## src/hdl/chipset_shadow_and_a20_ports_top_defines.svh

```systemverilog
// Assertion macros used by the chipset port block top module.
// Needs a clock named aclk and an active-low reset named aresetn in scope.
`ifndef CHIPSET_SHADOW_AND_A20_PORTS_TOP_DEFINES_SVH
`define CHIPSET_SHADOW_AND_A20_PORTS_TOP_DEFINES_SVH

// same-cycle implication
`define CSA_ASSERT_NOW(label, ante, cons) \
    label: assert property (@(posedge aclk) disable iff (!aresetn) \
        (ante) |-> (cons)) else $error("chipset port block check failed");

// next-cycle implication
`define CSA_ASSERT_NEXT(label, ante, cons) \
    label: assert property (@(posedge aclk) disable iff (!aresetn) \
        (ante) |=> (cons)) else $error("chipset port block check failed");

`endif

```

## src/hdl/csa20_pkg.sv

```systemverilog
// Types, port codes and helpers for the chipset port block.
// No dependencies; used by every module of the block.
package csa20_pkg;

    localparam int LAST_WRITABLE_INDEX = 36;
    localparam int CFG_DEPTH = LAST_WRITABLE_INDEX + 1;
    localparam int CFG_AW = $clog2(CFG_DEPTH);

    localparam logic [15:0] PORT_92       = 16'h0092;
    localparam logic [15:0] PORT_INDEX    = 16'h00EC;
    localparam logic [15:0] PORT_DATA     = 16'h00ED;
    localparam logic [15:0] PORT_A20_OPEN = 16'h00EE;
    localparam logic [15:0] PORT_RESET    = 16'h00EF;

    localparam logic [7:0] CHIP_ID            = 8'h90;
    localparam logic [7:0] UNMAPPED_DATA      = 8'hFF;
    localparam logic [7:0] FIRST_SHADOW_INDEX = 8'h0D;
    localparam logic [7:0] LAST_SHADOW_INDEX  = 8'h12;

    typedef struct packed {
        logic        is_write;
        logic [15:0] port_address;
        logic [7:0]  write_data;
    } access_t;

    typedef struct packed {
        logic [7:0] index;
        logic [7:0] read_data;
    } cfg_view_t;

    typedef struct packed {
        logic [7:0] read_data;
        logic       a20_gate;
        logic       cpu_reset;
        logic       map_update;
        logic [2:0] map_region;
        logic [3:0] read_internal;
        logic [3:0] write_internal;
    } result_t;

    function automatic logic idx_writable(input logic [7:0] idx);
        return (idx != 8'd0) && (idx <= 8'(LAST_WRITABLE_INDEX));
    endfunction

    function automatic logic idx_shadow(input logic [7:0] idx);
        return (idx >= FIRST_SHADOW_INDEX) && (idx <= LAST_SHADOW_INDEX);
    endfunction

endpackage

```

## src/hdl/chipset_shadow_and_a20_ports_top.sv

```systemverilog
// Chipset port block: takes one I/O access word per cycle and returns one result word for
// each. A word is held in the input register, is decoded against the port 92,
// A20 and configuration state, and lands in the result register; its result is offered from
// the result register, and a new word is accepted every cycle while results are taken.
// The configuration bytes live in a small memory with a valid flag per entry, so reset is
// immediate with no clearing pass; the byte at the current index is fetched when the index
// is written, so a data-port read needs no memory access of its own.
// Depends on csa20_pkg, csa20_cfg, csa20_ports and the assertion macros header.
`include "chipset_shadow_and_a20_ports_top_defines.svh"

module chipset_shadow_and_a20_ports_top (
    input  logic        aclk,
    input  logic        aresetn,
    input  logic        s_valid,
    output logic        s_ready,
    input  logic        s_operation,
    input  logic [15:0] s_port_address,
    input  logic [7:0]  s_write_data,
    output logic        m_valid,
    input  logic        m_ready,
    output logic [7:0]  m_read_data,
    output logic        m_a20_gate,
    output logic        m_cpu_reset,
    output logic        m_map_update,
    output logic [2:0]  m_map_region,
    output logic [3:0]  m_read_internal,
    output logic [3:0]  m_write_internal
);

    logic                 in_vld_reg;
    csa20_pkg::access_t   acc_reg;
    logic                 out_vld_reg;
    csa20_pkg::result_t   res_reg;
    csa20_pkg::result_t   res;
    csa20_pkg::cfg_view_t cfg_view;
    logic                 advance;

    assign advance = in_vld_reg && (!out_vld_reg || m_ready);
    assign s_ready = !in_vld_reg || advance;

    always_ff @(posedge aclk) begin
        if (!aresetn) begin
            in_vld_reg <= 1'b0;
        end else if (s_ready) begin
            in_vld_reg <= s_valid;
        end
    end

    always_ff @(posedge aclk) begin
        if (s_valid && s_ready) begin
            acc_reg.is_write     <= s_operation;
            acc_reg.port_address <= s_port_address;
            acc_reg.write_data   <= s_write_data;
        end
    end

    csa20_cfg u_cfg (
        .aclk    (aclk),
        .aresetn (aresetn),
        .fire    (advance),
        .acc     (acc_reg),
        .view    (cfg_view)
    );

    csa20_ports u_ports (
        .aclk    (aclk),
        .aresetn (aresetn),
        .fire    (advance),
        .acc     (acc_reg),
        .cfg     (cfg_view),
        .res     (res)
    );

    always_ff @(posedge aclk) begin
        if (!aresetn) begin
            out_vld_reg <= 1'b0;
        end else if (advance) begin
            out_vld_reg <= 1'b1;
        end else if (m_ready) begin
            out_vld_reg <= 1'b0;
        end
    end

    always_ff @(posedge aclk) begin
        if (advance) begin
            res_reg <= res;
        end
    end

    assign m_valid          = out_vld_reg;
    assign m_read_data      = res_reg.read_data;
    assign m_a20_gate       = res_reg.a20_gate;
    assign m_cpu_reset      = res_reg.cpu_reset;
    assign m_map_update     = res_reg.map_update;
    assign m_map_region     = res_reg.map_region;
    assign m_read_internal  = res_reg.read_internal;
    assign m_write_internal = res_reg.write_internal;

    `CSA_ASSERT_NOW(a_ready_when_empty, !out_vld_reg, s_ready)
    `CSA_ASSERT_NOW(a_update_is_write, m_valid && m_map_update,
        (m_read_data == 8'd0) && !m_cpu_reset && (m_map_region <= 3'd5))
    `CSA_ASSERT_NOW(a_no_update_quiet, m_valid && !m_map_update,
        (m_map_region == 3'd0) && (m_read_internal == 4'd0) && (m_write_internal == 4'd0))
    `CSA_ASSERT_NEXT(a_result_follows, advance, m_valid)

endmodule

```

## src/hdl/csa20_cfg.sv

```systemverilog
// Configuration index register and configuration byte store.
// Depends on csa20_pkg; keeps the byte at the current index ready for reads.
module csa20_cfg (
    input  logic                aclk,
    input  logic                aresetn,
    input  logic                fire,
    input  csa20_pkg::access_t  acc,
    output csa20_pkg::cfg_view_t view
);

    logic [7:0]                      index_reg;
    logic [csa20_pkg::CFG_DEPTH-1:0] vld_reg;
    logic [7:0]                      mem [csa20_pkg::CFG_DEPTH];
    logic [7:0]                      mem_q_reg;
    logic [7:0]                      byte_reg;
    logic                            use_mem_reg;
    logic                            wr_index;
    logic                            wr_data;
    logic                            new_idx_ok;
    logic [csa20_pkg::CFG_AW-1:0]    new_addr;
    logic [csa20_pkg::CFG_AW-1:0]    cur_addr;

    assign wr_index   = fire && acc.is_write && (acc.port_address == csa20_pkg::PORT_INDEX);
    assign wr_data    = fire && acc.is_write && (acc.port_address == csa20_pkg::PORT_DATA)
                        && csa20_pkg::idx_writable(index_reg);
    assign new_idx_ok = csa20_pkg::idx_writable(acc.write_data);
    assign new_addr   = acc.write_data[csa20_pkg::CFG_AW-1:0];
    assign cur_addr   = index_reg[csa20_pkg::CFG_AW-1:0];

    always_ff @(posedge aclk) begin
        if (wr_data) begin
            mem[cur_addr] <= acc.write_data;
        end
        if (wr_index && new_idx_ok) begin
            mem_q_reg <= mem[new_addr];
        end
    end

    always_ff @(posedge aclk) begin
        if (!aresetn) begin
            index_reg   <= 8'd0;
            vld_reg     <= '0;
            byte_reg    <= csa20_pkg::CHIP_ID;
            use_mem_reg <= 1'b0;
        end else if (wr_index) begin
            index_reg   <= acc.write_data;
            use_mem_reg <= new_idx_ok && vld_reg[new_addr];
            byte_reg    <= (acc.write_data == 8'd0) ? csa20_pkg::CHIP_ID : 8'd0;
        end else if (wr_data) begin
            vld_reg[cur_addr] <= 1'b1;
            use_mem_reg       <= 1'b0;
            byte_reg          <= acc.write_data;
        end
    end

    assign view.index     = index_reg;
    assign view.read_data = use_mem_reg ? mem_q_reg : byte_reg;

endmodule

```

## src/hdl/csa20_ports.sv

```systemverilog
// Port 92, fast A20 gate and result word decode for one bus access.
// Depends on csa20_pkg and the configuration view from csa20_cfg.
module csa20_ports (
    input  logic                 aclk,
    input  logic                 aresetn,
    input  logic                 fire,
    input  csa20_pkg::access_t   acc,
    input  csa20_pkg::cfg_view_t cfg,
    output csa20_pkg::result_t   res
);

    logic [7:0] port92_reg;
    logic [7:0] port92_next;
    logic       a20_reg;
    logic       a20_next;

    always_comb begin
        port92_next = port92_reg;
        a20_next    = a20_reg;
        res         = '0;
        if (acc.is_write) begin
            unique case (acc.port_address)
                csa20_pkg::PORT_92: begin
                    a20_next      = acc.write_data[1];
                    res.cpu_reset = ~port92_reg[0] & acc.write_data[0];
                    port92_next   = acc.write_data;
                end
                csa20_pkg::PORT_DATA: begin
                    if (csa20_pkg::idx_writable(cfg.index) && csa20_pkg::idx_shadow(cfg.index)) begin
                        res.map_update     = 1'b1;
                        res.map_region     = 3'(cfg.index - csa20_pkg::FIRST_SHADOW_INDEX);
                        res.read_internal  = {acc.write_data[7], acc.write_data[5],
                                              acc.write_data[3], acc.write_data[1]};
                        res.write_internal = {acc.write_data[6], acc.write_data[4],
                                              acc.write_data[2], acc.write_data[0]};
                    end
                end
                csa20_pkg::PORT_A20_OPEN: begin
                    if (a20_reg) begin
                        port92_next[1] = 1'b0;
                        a20_next       = 1'b0;
                    end
                end
                default: ;
            endcase
        end else begin
            res.read_data = csa20_pkg::UNMAPPED_DATA;
            unique case (acc.port_address)
                csa20_pkg::PORT_92:    res.read_data = port92_reg;
                csa20_pkg::PORT_INDEX: res.read_data = cfg.index;
                csa20_pkg::PORT_DATA:  res.read_data = cfg.read_data;
                csa20_pkg::PORT_A20_OPEN: begin
                    if (!a20_reg) begin
                        port92_next[1] = 1'b1;
                        a20_next       = 1'b1;
                    end
                end
                csa20_pkg::PORT_RESET: res.cpu_reset = 1'b1;
                default: ;
            endcase
        end
        res.a20_gate = a20_next;
    end

    always_ff @(posedge aclk) begin
        if (!aresetn) begin
            port92_reg <= 8'd0;
            a20_reg    <= 1'b0;
        end else if (fire) begin
            port92_reg <= port92_next;
            a20_reg    <= a20_next;
        end
    end

endmodule
```

## config.mk

```make
export PLATFORM = sky130hd
export DESIGN_NAME = chipset_shadow_and_a20_ports_top
export DESIGN_NICKNAME = d
export VERILOG_FILES = /design/src/hdl/csa20_pkg.sv /design/src/hdl/chipset_shadow_and_a20_ports_top.sv /design/src/hdl/csa20_cfg.sv /design/src/hdl/csa20_ports.sv
export VERILOG_INCLUDE_DIRS = /design/src /design/src/hdl
export SDC_FILE = /design/constraint.sdc
export NUM_CORES = 1
export LEC_CHECK = 0
export BUFFER_PORTS_ARGS = -buffer_cell sky130_fd_sc_hd__clkbuf_2
export CORE_AREA = 2 2 209 211
export CTS_CLUSTER_SIZE = 30
export DETAILED_ROUTE_END_ITERATION = 12
export DIE_AREA = 0 0 211 213
export PLACE_DENSITY_LB_ADDON = 0.05
export SYNTH_ARGS = -nofsm -noshare
export SYNTH_HDL_FRONTEND = slang
export SYNTH_HIERARCHICAL = 1
export SYNTH_SLANG_ARGS = --single-unit
```

## constraint.sdc

```tcl
create_clock -name aclk -period 4.9 [get_ports aclk]
set_input_delay 0.735 -clock aclk [delete_from_list [all_inputs] [get_ports aclk]]
set_output_delay 0.735 -clock aclk [all_outputs]
set_load 0.005 [all_outputs]
```

After elaboration in Yosys (flattened, before gate mapping)
Memory sizes are Yosys's and may differ from the RTL's. A register that Yosys moved wholly into a read port is not among the register bits.
Cells that the tools add are included.
{"block": "classes", "n_addsub": 1, "order_cmp": 7, "eq_ne": 7, "muxes": 27, "bitwise": 4, "n_reduce_logical": 29}
{"op": "== test 16 x 8 -> 1 bit, second input constant", "n": 5}
{"op": "OR 37 bit", "n": 1}
{"op": "two-way mux 8 bit", "n": 4}
{"op": "case mux 8 bit (3 select lines)", "n": 1}
{"op": "two-way mux 1 bit", "n": 17}
{"op": "<= comparator 8 x 6 -> 1 bit, second input constant", "n": 2}
{"op": "nonzero test 8 bit", "n": 2}
{"op": "less-than comparator 6 x 7 -> 1 bit, second input constant", "n": 2}
{"op": "logical AND 1 bit", "n": 13}
{"op": "two-way mux 12 bit", "n": 1}
{"op": "greater-or-equal comparator 8 x 4 -> 1 bit, second input constant", "n": 1}
{"op": "<= comparator 8 x 5 -> 1 bit, second input constant", "n": 1}
{"op": "zero test 8 bit", "n": 1}
{"op": "nonzero test 2 bit", "n": 4}
{"op": "binary-select mux 1 bit (select 6 bit)", "n": 1}
{"op": "demux 1 bit (select 6 bit)", "n": 1}
{"op": "greater-or-equal comparator 6 x 1 -> 1 bit, second input constant", "n": 1}
{"op": "AND reduction 3 bit", "n": 2}
{"op": "AND reduction 5 bit", "n": 1}
{"op": "case mux 1 bit (2 select lines)", "n": 2}
{"op": "AND reduction 2 bit", "n": 2}
{"op": "!= test 3 x 2 -> 1 bit, second input constant", "n": 1}
{"op": "subtractor 3 bit, second input constant", "n": 1}
{"op": "zero test 1 bit", "n": 2}
{"op": "4 further kinds", "n": 6}
{"block": "word_totals", "ff_bits": 112, "ram_bits": 296, "in_bits": 29, "output_inout_bits": 24, "wordCells": 95, "n_memories": 1}
{"memory": "u_cfg.mem", "words": 37, "width": 8, "read_ports": 1, "rd_clocked_by_memory_dff": 1, "write_ports": 1, "line": "csa20_cfg.sv:13", "rtl": "logic [7:0] mem [csa20_pkg::CFG_DEPTH];"}

Logic depth before layout (Yosys ltp)
Gate-level depths: netlist of the first run.
{"block": "logic_depth", "word_depth": 8, "mapped_depth": 9, "ltp_nobuf": 7}

Modules after synthesis
Netlist of the first run, hierarchy kept.
{"mod": "csa20_cfg", "n_inst": 1, "cells_per_inst": 807, "area_each_um2": 14420.1, "seq_area_each_um2": 10209.8}
{"mod": "chipset_shadow_and_a20_ports_top", "n_inst": 1, "cells_per_inst": 56, "area_each_um2": 1515.2, "seq_area_each_um2": 1451.4}
{"mod": "csa20_ports", "n_inst": 1, "cells_per_inst": 118, "area_each_um2": 959.7, "seq_area_each_um2": 180.2}

Least setup slack after synthesis of the first run
Ideal clock, no wire load.
{"block": "synth_path", "path_kind": "input to register", "startpoint": "input m_ready", "endpoint": "memory u_cfg.mem[11][0] (enable)", "setup_ns": 0.370, "t_arrival_ns": 3.836, "required_time_ns": 4.530, "setup_slack_ns": 0.694, "stages": 8, "path_buffers": 1, "cell_sequence": "nor2b_4 > nor2b_1 > nand4b_1 > nor3_1 > nand4b_2 > or3b_1 > clkbuf_1 > nor2_1"}
{"block": "synth_via", "elab_chain_len": 7}
{"element": "start, declared", "line": "chipset_shadow_and_a20_ports_top.sv:20", "rtl": "input logic m_ready,"}
{"element": "logical OR 1 bit", "line": "chipset_shadow_and_a20_ports_top.sv:38", "rtl": "assign advance = in_vld_reg && (!out_vld_reg || m_ready);"}
{"element": "logical AND 1 bit", "line": "chipset_shadow_and_a20_ports_top.sv:38"}
{"element": "net advance", "line": "chipset_shadow_and_a20_ports_top.sv:36", "rtl": "logic advance;"}
{"element": "logical AND 1 bit (2 in series)", "line": "csa20_cfg.sv:24", "rtl": "assign wr_data = fire && acc.is_write && (acc.port_address == csa20_pkg::PORT_DATA)"}
{"element": "logical AND 1 bit", "line": "csa20_cfg.sv:25", "rtl": "&& csa20_pkg::idx_writable(index_reg);"}
{"element": "two-way mux 1 bit", "line": "csa20_cfg.sv:31", "rtl": "if (wr_data) begin"}
{"element": "two-way mux 1 bit (implied by the code)", "line": "csa20_cfg.sv:32", "rtl": "mem[cur_addr] <= acc.write_data;"}
{"element": "end, declared", "line": "csa20_cfg.sv:13"}
The timed path passes the listed nets, and every way through them passes these cells.

Worst setup path after layout of the first run
{"block": "layout_path", "startpoint": "register acc_reg[24] in the netlist's numbering", "endpoint": "memory u_cfg.mem[18][7] (enable)"}
{"block": "layout_via", "elab_chain_len": 5}
{"element": "start, declared", "line": "chipset_shadow_and_a20_ports_top.sv:31", "rtl": "csa20_pkg::access_t acc_reg;"}
{"element": "logical AND 1 bit (2 in series)", "line": "csa20_cfg.sv:24"}
{"element": "logical AND 1 bit", "line": "csa20_cfg.sv:25"}
{"element": "two-way mux 1 bit", "line": "csa20_cfg.sv:31"}
{"element": "two-way mux 1 bit (implied by the code)", "line": "csa20_cfg.sv:32"}
Every way passes these cells.

==> results.tsv, run 1 <==
stage	metric	value	unit
outcome	status	finished clean	
sta	fmax	281	MHz
route	drt total wl	42100	µm
route	Routed Antenna Nets	0	
critical_path	WP data required	5.11	ns
route	number of remaining DRC errors	0	
finish	Nets	1100	
power_and_ir_drop	Worst VDD drop	264	µV
critical_path	FF-to-FF setup slack	1.35	ns
yosys	register area share after synthesis	0.701	
placement	detailed placement HPWL	26900	µm
sta	final hold vios	0	
sta	setup_tns	0	ns
yosys	Synth Cell Area	0.0169	mm²
floorplanning	initial core utilization	0.396	
sta	Worst Slack Setup Final	1.35	ns
finish	fraction of layout cells with a size suffix above 1	0.256	
sta	RSZ-0062 raised after global routing	false	
yosys	top cells by area, synth	edfxtp_1, mux4_2, dfxtp_1	
critical_path	R2R depth	5	
sta	Slew Limit Fails	0	
finish	number of flip-flops in the largest register	296	
cts	Clock Tree Buf Depth	3	
cts	CTS Buf Count	47	
critical_path	Worst R2R Start	acc_reg[24]$_DFFE_PP_	
yosys	cells after synthesis	981	
worst_hold_path	WHS Endpoint	acc_reg[3]$_DFFE_PP_	
floorplanning	num rows	76	
critical_path	CP Capture Type	register	
finish	ANT cells	0	
cts	Clock transition at path regs	0.06	ns
grt	initial antenna violation count	0	
critical_path	worst flop-to-flop path endpoint	u_cfg/mem[18][7]$_DFFE_PP_	
yosys	#FFs+latches synth	416	
critical_path	crit start category	register	
finish	fillers	3695	
route	wire length per cell	25.5	µm
power_and_ir_drop	pwr dens	401	mW/mm²
yosys	synthesized area per cell	17.2	µm²
cts	CTS tree	built	
route	Initial DRC Count	794	
yosys	most instantiated cells after synthesis	edfxtp_1, mux4_2, dfxtp_1, nor2_1, nand2_1	
grt	vias in the first global route	8994	
placement	pre-CTS setup slack	1.09	ns
route	vias post-DR	9030	
cts	# Post-CTS Setup Buffers	0	
cts	CTS Root Cell	clkbuf_16	
cts	Hold Buf Count CTS	0	
floorplanning	Die Y	213	µm
yosys	top cell type's share of synthesized area	0.624	
yosys	Post-synth EDFFs	351	
cts	Worst-Skew Late Latency	0.57	ns
sta	Final setup viols	0	
critical_path	Crit Path Class	register to register	
cts	clock sink count	416	
grt	largest net degree at the start of global routing	55	
critical_path	slowest library cell on the worst path	edfxtp_1	
sta	worst relative slew slack	0.387	
cts	CTS resizes	0	
floorplanning	Core Area	0.0427	mm²
floorplanning	Die X	211	µm
route	DR pass1 iterations	6	
critical_path	slowest stage delay, CP	0.73	ns
critical_path	worst-path cell chain	nand4b_1 -> nor3_1 -> nand4b_2 -> or3b_1 -> nor2_1	
critical_path	WP buf/inv	0	
sta	Period minus WS final	3.55	ns
grt	first-pass GRT wire length	61800	µm
grt	GR Overflow Total	0	
yosys	asr flop ratio synth	0	
placement	routability cong.	0.751	
worst_hold_path	hold path startpoint	s_write_data[3]	
floorplanning	I/O Pins	53	
run	Max Cap Violations	0	
yosys	Yosys cell types	71	
finish	Layout area overhead	15.1	%
grt	Tot GR Track Use	0.191	
critical_path	Worst EP arrival	3.76	ns
yosys	Yosys top cell by area	edfxtp_1	
floorplanning	full die area	0.0449	mm²
sta	part of the cycle the worst path needs	0.725	
route	vias per inst	5.47	
worst_hold_path	HP Class	input port to register	
cts	H-Tree Depth	2	
worst_hold_path	Hold Path Cell Cnt	1	
placement	PortBufs	52	
sta	Least-Margin Pin Slew	0.912	ns
sta	Final Skew	0.0168	ns
critical_path	Top Family by Delay on Critical Path	simple AND/OR/NAND/NOR gates	
yosys	synth warn	6	
yosys	Most used DFF post-synth	edfxtp_1	
power_and_ir_drop	LEAKAGE	6.44	nW
critical_path	Worst Path Max Fanout	18	
yosys	count leader, synth	edfxtp_1	
-- worst max path at each step --
stage	startpoint	to	slack [ns]	cells after the start
detailed placement	m_ready	u_cfg/mem[18][3]$_DFFE_PP_	1.09	8
finish	acc_reg[24]$_DFFE_PP_	u_cfg/mem[18][7]$_DFFE_PP_	1.35	5
global route	acc_reg[24]$_DFFE_PP_	u_cfg/mem[18][7]$_DFFE_PP_	1.05	5
CTS	acc_reg[24]$_DFFE_PP_	u_cfg/mem[18][7]$_DFFE_PP_	1.34	5
global placement	m_ready	u_cfg/mem[19][3]$_DFFE_PP_	1.24	8
floorplan	m_ready	u_cfg/mem[11][0]$_DFFE_PP_	0.69	8
-- per-stage QoR --
stage / total power, mW / cells / cell area (µm²) / utilization / hold WS (ns)
finish: 7.80 / 1652 / 19400 / 0.456 / 0.339
global route: 8.06 / 1652 / 19400 / 0.456 / 0.307
CTS: 7.89 / 1652 / 19400 / 0.456 / 0.304
detailed placement: 4.30 / 1565 / 17900 / 0.419 / 0.443
global placement: 4.30 / 1565 / 17900 / 0.419 / 0.435
floorplan: 4.16 / 988 / 16900 / - / 0.420
-- metal layers --
layer | wire (µm) | global-route usage | up-vias
met2 | 19100 | 0.288 | 201
met3 | 1830 | 0.0347 | 61
met5 | 0 | 0 | -
met4 | 861 | 0.0503 | 0
met1 | 20300 | 0.286 | 4704
li1 | - | - | 4064
-- cell families (layout without fill, tap and decap cells) --
| group | Yosys count | after routing | share of synthesized area |
|---|---|---|---|
| AND/OR/NAND/NOR | 225 | 225 | 0.0746 |
| other | 1 | 8 | 0.000222 |
| adder cells (fa/ha/maj) | 3 | 3 | 0.00222 |
| flip-flops | 416 | 416 | 0.701 |
| multiplexers | 147 | 147 | 0.153 |
| AO/OA/AOI/OAI | 120 | 120 | 0.0459 |
| buffers and inverters | 67 | 185 | 0.0219 |
| XOR/XNOR | 2 | 2 | 0.00104 |
-- layout make-up --
class / instances / area (µm²) / share of cell area
Clock inverter: 33 / 364 / 0.0187
Timing Repair Buffer: 92 / 611 / 0.0314
Tap cell: 546 / 683 / 0.0351
Sequential cell: 416 / 11800 / 0.609
Clock buffer: 54 / 1210 / 0.0623
Multi-Input combinational cell: 505 / 4720 / 0.242
Inverter: 6 / 22.5 / 0.00116
-- power by group --
| group | switching [mW] | total (mW) | internal (mW) |
|---|---|---|---|
| logic | 0.198 | 0.327 | 0.129 |
| registers | 0.0275 | 3.89 | 3.86 |
| clock network | 1.43 | 3.58 | 2.15 |
-- placed cells by master, fill, tap and decap left out, drive strengths merged, types with 19 or more instances in the layout --
master and n:
edfxtp 351, clkbuf 106, o21ai 26, dfxtp 65
nand2 43, mux2i 41, nor2 56, mux4 83
buf 40, a21oi 34, clkinv 19, mux2 23
nor3 23
-- worst reg2reg max path, cell delays in order, from the launching register on --
cell and delay (ns):
edfxtp_1 0.73, nand4b_1 0.25, nor3_1 0.52, nand4b_2 0.38
or3b_1 0.67, nor2_1 0.65
No activity file was read; power rests on OpenSTA's default activity.
==> inputs of run 2 (changes only) <==
==> constraint.sdc (replaced) <==
create_clock -name aclk -period 3.7 [get_ports aclk]
set_input_delay 0.555 -clock aclk [delete_from_list [all_inputs] [get_ports aclk]]
set_output_delay 0.555 -clock aclk [all_outputs]
set_load 0.005 [all_outputs]
==> run 2 against run 1 <==
Compared with the run above:
- global-route usage down 1.1 points
- wire length shrank 5.8%
- via count barely moved
- worst setup slack lost 0.70 ns
- first-iteration DRC count down 27%
- count of clock-buffer cells in the layout up 4
- utilization rose by 0.17 points
- total power grew 27%
- sequential power up 32%
==> results.tsv, run 2 (same netlist as run 1, synthesis figures left out) <==
stage	metric	value	unit
worst_hold_path	HP Class	input port to register	
sta	fmax	327	MHz
route	vias post-DR	9031	
route	Routed Antenna Nets	0	
sta	Final Skew	0.0158	ns
critical_path	Stages on worst setup path	7	
floorplanning	I/O Pins	53	
critical_path	Worst EP arrival	3.26	ns
cts	# Post-CTS Setup Buffers	0	
cts	Worst-Skew Late Latency	0.57	ns
cts	CTS resizes	0	
sta	Period minus WS final	3.06	ns
finish	number of flip-flops in the largest register	296	
finish	most common cell after layout, fill and taps aside	edfxtp_1	
outcome	status	finished clean	
finish	ANT cells	0	
critical_path	crit path launch	in_vld_reg$_SDFFE_PN0P_	
cts	CTS tree	built	
critical_path	Crit Path Class	register to register	
power_and_ir_drop	LEAKAGE	6.53	nW
power_and_ir_drop	total power	9.88	mW
critical_path	worst-path cell chain	nor2b_2 -> nand4b_1 -> nor3_1 -> buf_4 -> nand4b_2 -> or3b_1 -> nor2_1	
cts	Hold Buf Count CTS	0	
floorplanning	full die area	0.0449	mm²
placement	PortBufs	52	
grt	initial antenna violation count	0	
grt	vias in the first global route	9088	
cts	Clock Tree Buf Depth	3	
critical_path	slowest stage delay, CP	0.64	ns
finish	fraction of layout cells with a size suffix above 1	0.265	
cts	clock sink count	416	
sta	worst relative slew slack	0.469	
placement	detailed placement HPWL	24900	µm
critical_path	WP data required	3.90	ns
finish	Non-Filler Instances	1678	
critical_path	slowest library cell on the worst path	or3b_1	
route	number of remaining DRC errors	0	
run	Max Cap Violations	0	
floorplanning	num rows	76	
cts	H-Tree Depth	2	
grt	Tot GR Track Use	0.180	
floorplanning	Die Y	213	µm
route	vias per inst	5.38	
grt	first-pass GRT wire length	59200	µm
route	DR pass1 iterations	5	
sta	Final setup viols	0	
critical_path	CP Capture Type	register	
critical_path	WP buf/inv	1	
placement	routability cong.	0.737	
sta	part of the cycle the worst path needs	0.827	
critical_path	worst flop-to-flop path endpoint	u_cfg/mem[20][7]$_DFFE_PP_	
cts	CTS Root Cell	clkbuf_16	
floorplanning	Die X	211	µm
critical_path	R2R depth	7	
route	drt total wl	39700	µm
cts	Clock transition at path regs	0.06	ns
route	wire length per cell	23.6	µm
sta	Least-Margin Pin Slew	0.790	ns
critical_path	Worst R2R Start	in_vld_reg$_SDFFE_PN0P_	
sta	final hold vios	0	
power_and_ir_drop	pwr dens	506	mW/mm²
finish	Layout area overhead	15.6	%
floorplanning	Core Area	0.0427	mm²
cts	CTS Buf Count	45	
placement	Post-Place Cells	1596	
critical_path	crit path to	u_cfg/mem[20][7]$_DFFE_PP_	
critical_path	Top Family by Delay on Critical Path	simple AND/OR/NAND/NOR gates	
sta	Slew Limit Fails	0	
grt	GR Overflow Total	0	
route	Initial DRC Count	576	
sta	RSZ-0062 raised after global routing	false	
critical_path	FF-to-FF setup slack	0.64	ns
finish	most frequent cells in the layout	edfxtp_1, mux4_2, buf_4, dfxtp_1, nor2_1	
sta	setup_tns	0	ns
floorplanning	initial core utilization	0.396	
finish	Nets	1129	
critical_path	crit start category	register	
critical_path	Worst Path Max Fanout	9	
power_and_ir_drop	Worst VDD drop	279	µV
grt	largest net degree at the start of global routing	75	
[run 2: changes by cell type in the layout (fill, tap and decap cells not counted), sizes merged]
cell and delta:
buf +31, bufinv -4, clkbuf +4, clkinv -1
clkinvlp -3, inv -1
[run 2: how the worst min path moves through the flow]
stage	slack (ns)	startpoint	endpoint	cells after the start
2_1_floorplan	0.42	u_cfg/vld_reg[20]$_SDFFE_PN0P_	u_cfg/vld_reg[20]$_SDFFE_PN0P_	2
3_3_place_gp	0.44	u_cfg/vld_reg[30]$_SDFFE_PN0P_	u_cfg/vld_reg[30]$_SDFFE_PN0P_	2
3_5_place_dp	0.44	u_cfg/vld_reg[0]$_SDFFE_PN0P_	u_cfg/vld_reg[0]$_SDFFE_PN0P_	1
4_1_cts	0.13	s_port_address[11]	acc_reg[19]$_DFFE_PP_	1
5_1_grt	0.14	s_port_address[8]	acc_reg[16]$_DFFE_PP_	1
6_report	0.16	s_port_address[9]	acc_reg[17]$_DFFE_PP_	1
[run 2: metal layers]
layer	up-vias	wire length, µm	share of wire	track usage
li1	4133	-	-	-
met3	65	1530	0.039	0.0338
met1	4668	18200	0.46	0.250
met2	165	19100	0.48	0.293
met4	0	896	0.023	0.0498
met5	-	0	0	0
[run 2: stage by stage]
stage,hold slack (ns),utilization,worst slack (ns),instance area (µm²)
CTS,0.126,0.457,0.691,19500
floorplan,0.420,-,0.182,16900
finish,0.158,0.457,0.642,19500
global placement,0.435,0.424,0.499,18100
detailed placement,0.442,0.424,0.462,18100
global route,0.136,0.457,0.468,19500
[run 2: cell type report]
| class | instances | area (µm²) |
|---|---|---|
| Clock inverter | 24 | 188 |
| Timing Repair Buffer | 123 | 856 |
| Tap cell | 546 | 683 |
| Multi-Input combinational cell | 505 | 4720 |
| Sequential cell | 416 | 11800 |
| Clock buffer | 58 | 1220 |
| Inverter | 6 | 22.5 |
| Fill cell | 3757 | 23200 |
[run 2: report_power, final]
group	total, mW	internal, mW	leakage (nW)	switching (mW)
sequential	5.14	5.12	3.70	0.0233
combinational	0.427	0.169	2.15	0.258
clock	4.31	2.52	0.679	1.79
==> inputs of run 3 (changes only) <==
==> constraint.sdc (replaced) <==
create_clock -name aclk -period 2.75 [get_ports aclk]
set_input_delay 0.4125 -clock aclk [delete_from_list [all_inputs] [get_ports aclk]]
set_output_delay 0.4125 -clock aclk [all_outputs]
set_load 0.005 [all_outputs]
==> run 3 against run 2 <==
Compared with the run above:
- cell area grew 3.6%
- register-to-register slack got worse by 0.49 ns
- utilization is 1.7 points higher
- first-iteration DRC count increased by 2.6%
- global-route usage is 0.40 points higher
- wire length is 1.9% higher
- worst setup slack got worse by 0.49 ns
- count of clock-buffer cells in the layout rose by 1
- critical path depth fell by 1
- worst hold slack worse by 0.13 ns
- clock skew rose by 0.0031 ns
- largest power group unchanged
==> results.tsv, run 3 (same netlist as run 1, synthesis figures left out) <==
stage	metric	value	unit
power_and_ir_drop	Worst VDD drop	453	µV
power_and_ir_drop	sw power	2.84	mW
finish	total area of sequential cells	0.0118	mm²
finish	Layout area overhead	19.8	%
worst_hold_path	HP Class	input port to register	
critical_path	Worst EP arrival	3.02	ns
cts	clock sink count	416	
floorplanning	initial core utilization	0.396	
sta	worst relative slew slack	0.547	
placement	Post-Place Cells	1616	
sta	Slew Limit Fails	0	
sta	fmax	385	MHz
sta	part of the cycle the worst path needs	0.944	
finish	Non-Filler Instances	1719	
route	vias per inst	5.31	
finish	ANT cells	0	
placement	PortBufs	52	
grt	Tot GR Track Use	0.185	
cts	CTS Buf Count	46	
cts	CTS Root Cell	clkbuf_16	
grt	first-pass GRT wire length	60400	µm
finish	multi-input combinational cell area	0.00490	mm²
floorplanning	I/O Pins	53	
power_and_ir_drop	sw frac	0.208	
sta	Worst Slack Setup Final	0.154	ns
floorplanning	num rows	76	
floorplanning	full die area	0.0449	mm²
power_and_ir_drop	Comb pwr share	0.047	
critical_path	crit start category	register	
route	number of remaining DRC errors	0	
finish	fillers	3685	
cts	CTS tree	built	
floorplanning	Die X	211	µm
floorplanning	Core Area	0.0427	mm²
sta	Final Skew	0.0189	ns
cts	H-Tree Depth	2	
finish	number of flip-flops in the largest register	296	
route	DR pass1 iterations	5	
grt	initial antenna violation count	0	
power_and_ir_drop	LEAKAGE	6.82	nW
placement	routability cong.	0.760	
placement	pre-CTS setup slack	0.0745	ns
finish	most common cell after layout, fill and taps aside	edfxtp_1	
run	Max Cap Violations	0	
sta	setup_tns	0	ns
route	met2 WL	19300	µm
power_and_ir_drop	pwr dens	675	mW/mm²
critical_path	FF-to-FF setup slack	0.15	ns
cts	Clock transition at path regs	0.06	ns
power_and_ir_drop	clock share of power	0.447	
power_and_ir_drop	Sequential Power Share	0.506	
route	drt total wl	40500	µm
grt	GR Overflow Total	0	
outcome	status	finished clean	
sta	final hold vios	0	
route	DR top layer	met4	
sta	Least-Margin Pin Slew	0.677	ns
cts	Worst-Skew Late Latency	0.57	ns
route	met3 WL	1780	µm
floorplanning	Die Y	213	µm
power_and_ir_drop	P_int	10.8	mW
route	Routed Antenna Nets	0	
finish	Nets	1169	
sta	Period minus WS final	2.60	ns
route	Initial DRC Count	591	
sta	Final setup viols	0	
critical_path	Crit Path Class	register to register	
sta	RSZ-0062 raised after global routing	false	
route	DRT met1 WL	18600	µm
route	vias post-DR	9121	
finish	most frequent cells in the layout	edfxtp_1, buf_4, mux4_2, dfxtp_1, clkbuf_2	
critical_path	CP Capture Type	register	
route	wire length per cell	23.5	µm
sta	Hold WS	0.0284	ns
cts	Clock Tree Buf Depth	3	
grt	largest net degree at the start of global routing	61	
cts	# Post-CTS Setup Buffers	0	
grt	vias in the first global route	9254	
critical_path	Worst Path Max Fanout	12	
placement	detailed placement HPWL	26100	µm
critical_path	WP data required	3.18	ns
finish	fraction of layout cells with a size suffix above 1	0.301	
==> run 3: cell count changes in the layout (fill, tap and decap cells not counted), moves of 7 or more <==
cell	change
dlygate4sd3_1	+19
nor2_1	-16
nor2_4	+16
buf_4	+13
nor3_1	-8
buf_12	+7
nor3_2	+7
==> run 3: path summary, 6_finish.rpt <==
kind | cells past startpoint | end | from
worst max-delay path | 6 | m_map_region[1]$_DFFE_PP_ | acc_reg[19]$_DFFE_PP_
worst min-delay path | 1 | acc_reg[13]$_DFFE_PP_ | s_port_address[5]
worst max register to register | 6 | m_map_region[1]$_DFFE_PP_ | acc_reg[19]$_DFFE_PP_
worst min register to register | 2 | u_cfg/vld_reg[20]$_SDFFE_PN0P_ | u_cfg/vld_reg[20]$_SDFFE_PN0P_
==> run 3: critical path, cell delays in order (launching register included) <==
cell and delay (ns):
edfxtp_1 0.38, or4_4 0.58, or4_4 0.48, or3_4 0.41, nor4_2 0.25, buf_4 0.21
nor2b_1 0.14
==> run 3: metrics by stage <==
| step | utilization | cell area [µm²] | power [mW] |
|---|---|---|---|
| floorplan | - | 17100 | 7.41 |
| global placement | 0.434 | 18500 | 7.69 |
| detailed placement | 0.434 | 18500 | 7.69 |
| CTS | 0.474 | 20200 | 13.9 |
| global route | 0.474 | 20200 | 14.2 |
| finish | 0.474 | 20200 | 13.7 |
==> run 3: final cells by class <==
type	count	share of cell area
sequential	416	0.585
multi-input combinational	505	0.242
clock buffer	59	0.0635
timing repair buffer	162	0.0635
tap	546	0.0338
clock inverter	25	0.0109
inverter	6	0.00111
==> run 3: power by group through the flow <==
stage	clock, mW	sequential, mW	combinational [mW]
finish	6.10	6.91	0.647
detailed placement	0	7.05	0.643
floorplan	0	7.08	0.337
CTS	6.28	6.91	0.665
global placement	0	7.05	0.641
global route	6.54	6.91	0.699
==> run 3: metal layers <==
metal  vias up  GRT usage
li1       4214          -
met1      4694      0.262
met2       165      0.293
met3        48     0.0368
met4         0     0.0469
met5         -          0
==> run 3: repair_timing <==
action / CTS / global route
endpoints found under the hold margin: 19 / 0
resized for setup: 0 / 0
hold buffers: 19 / 0
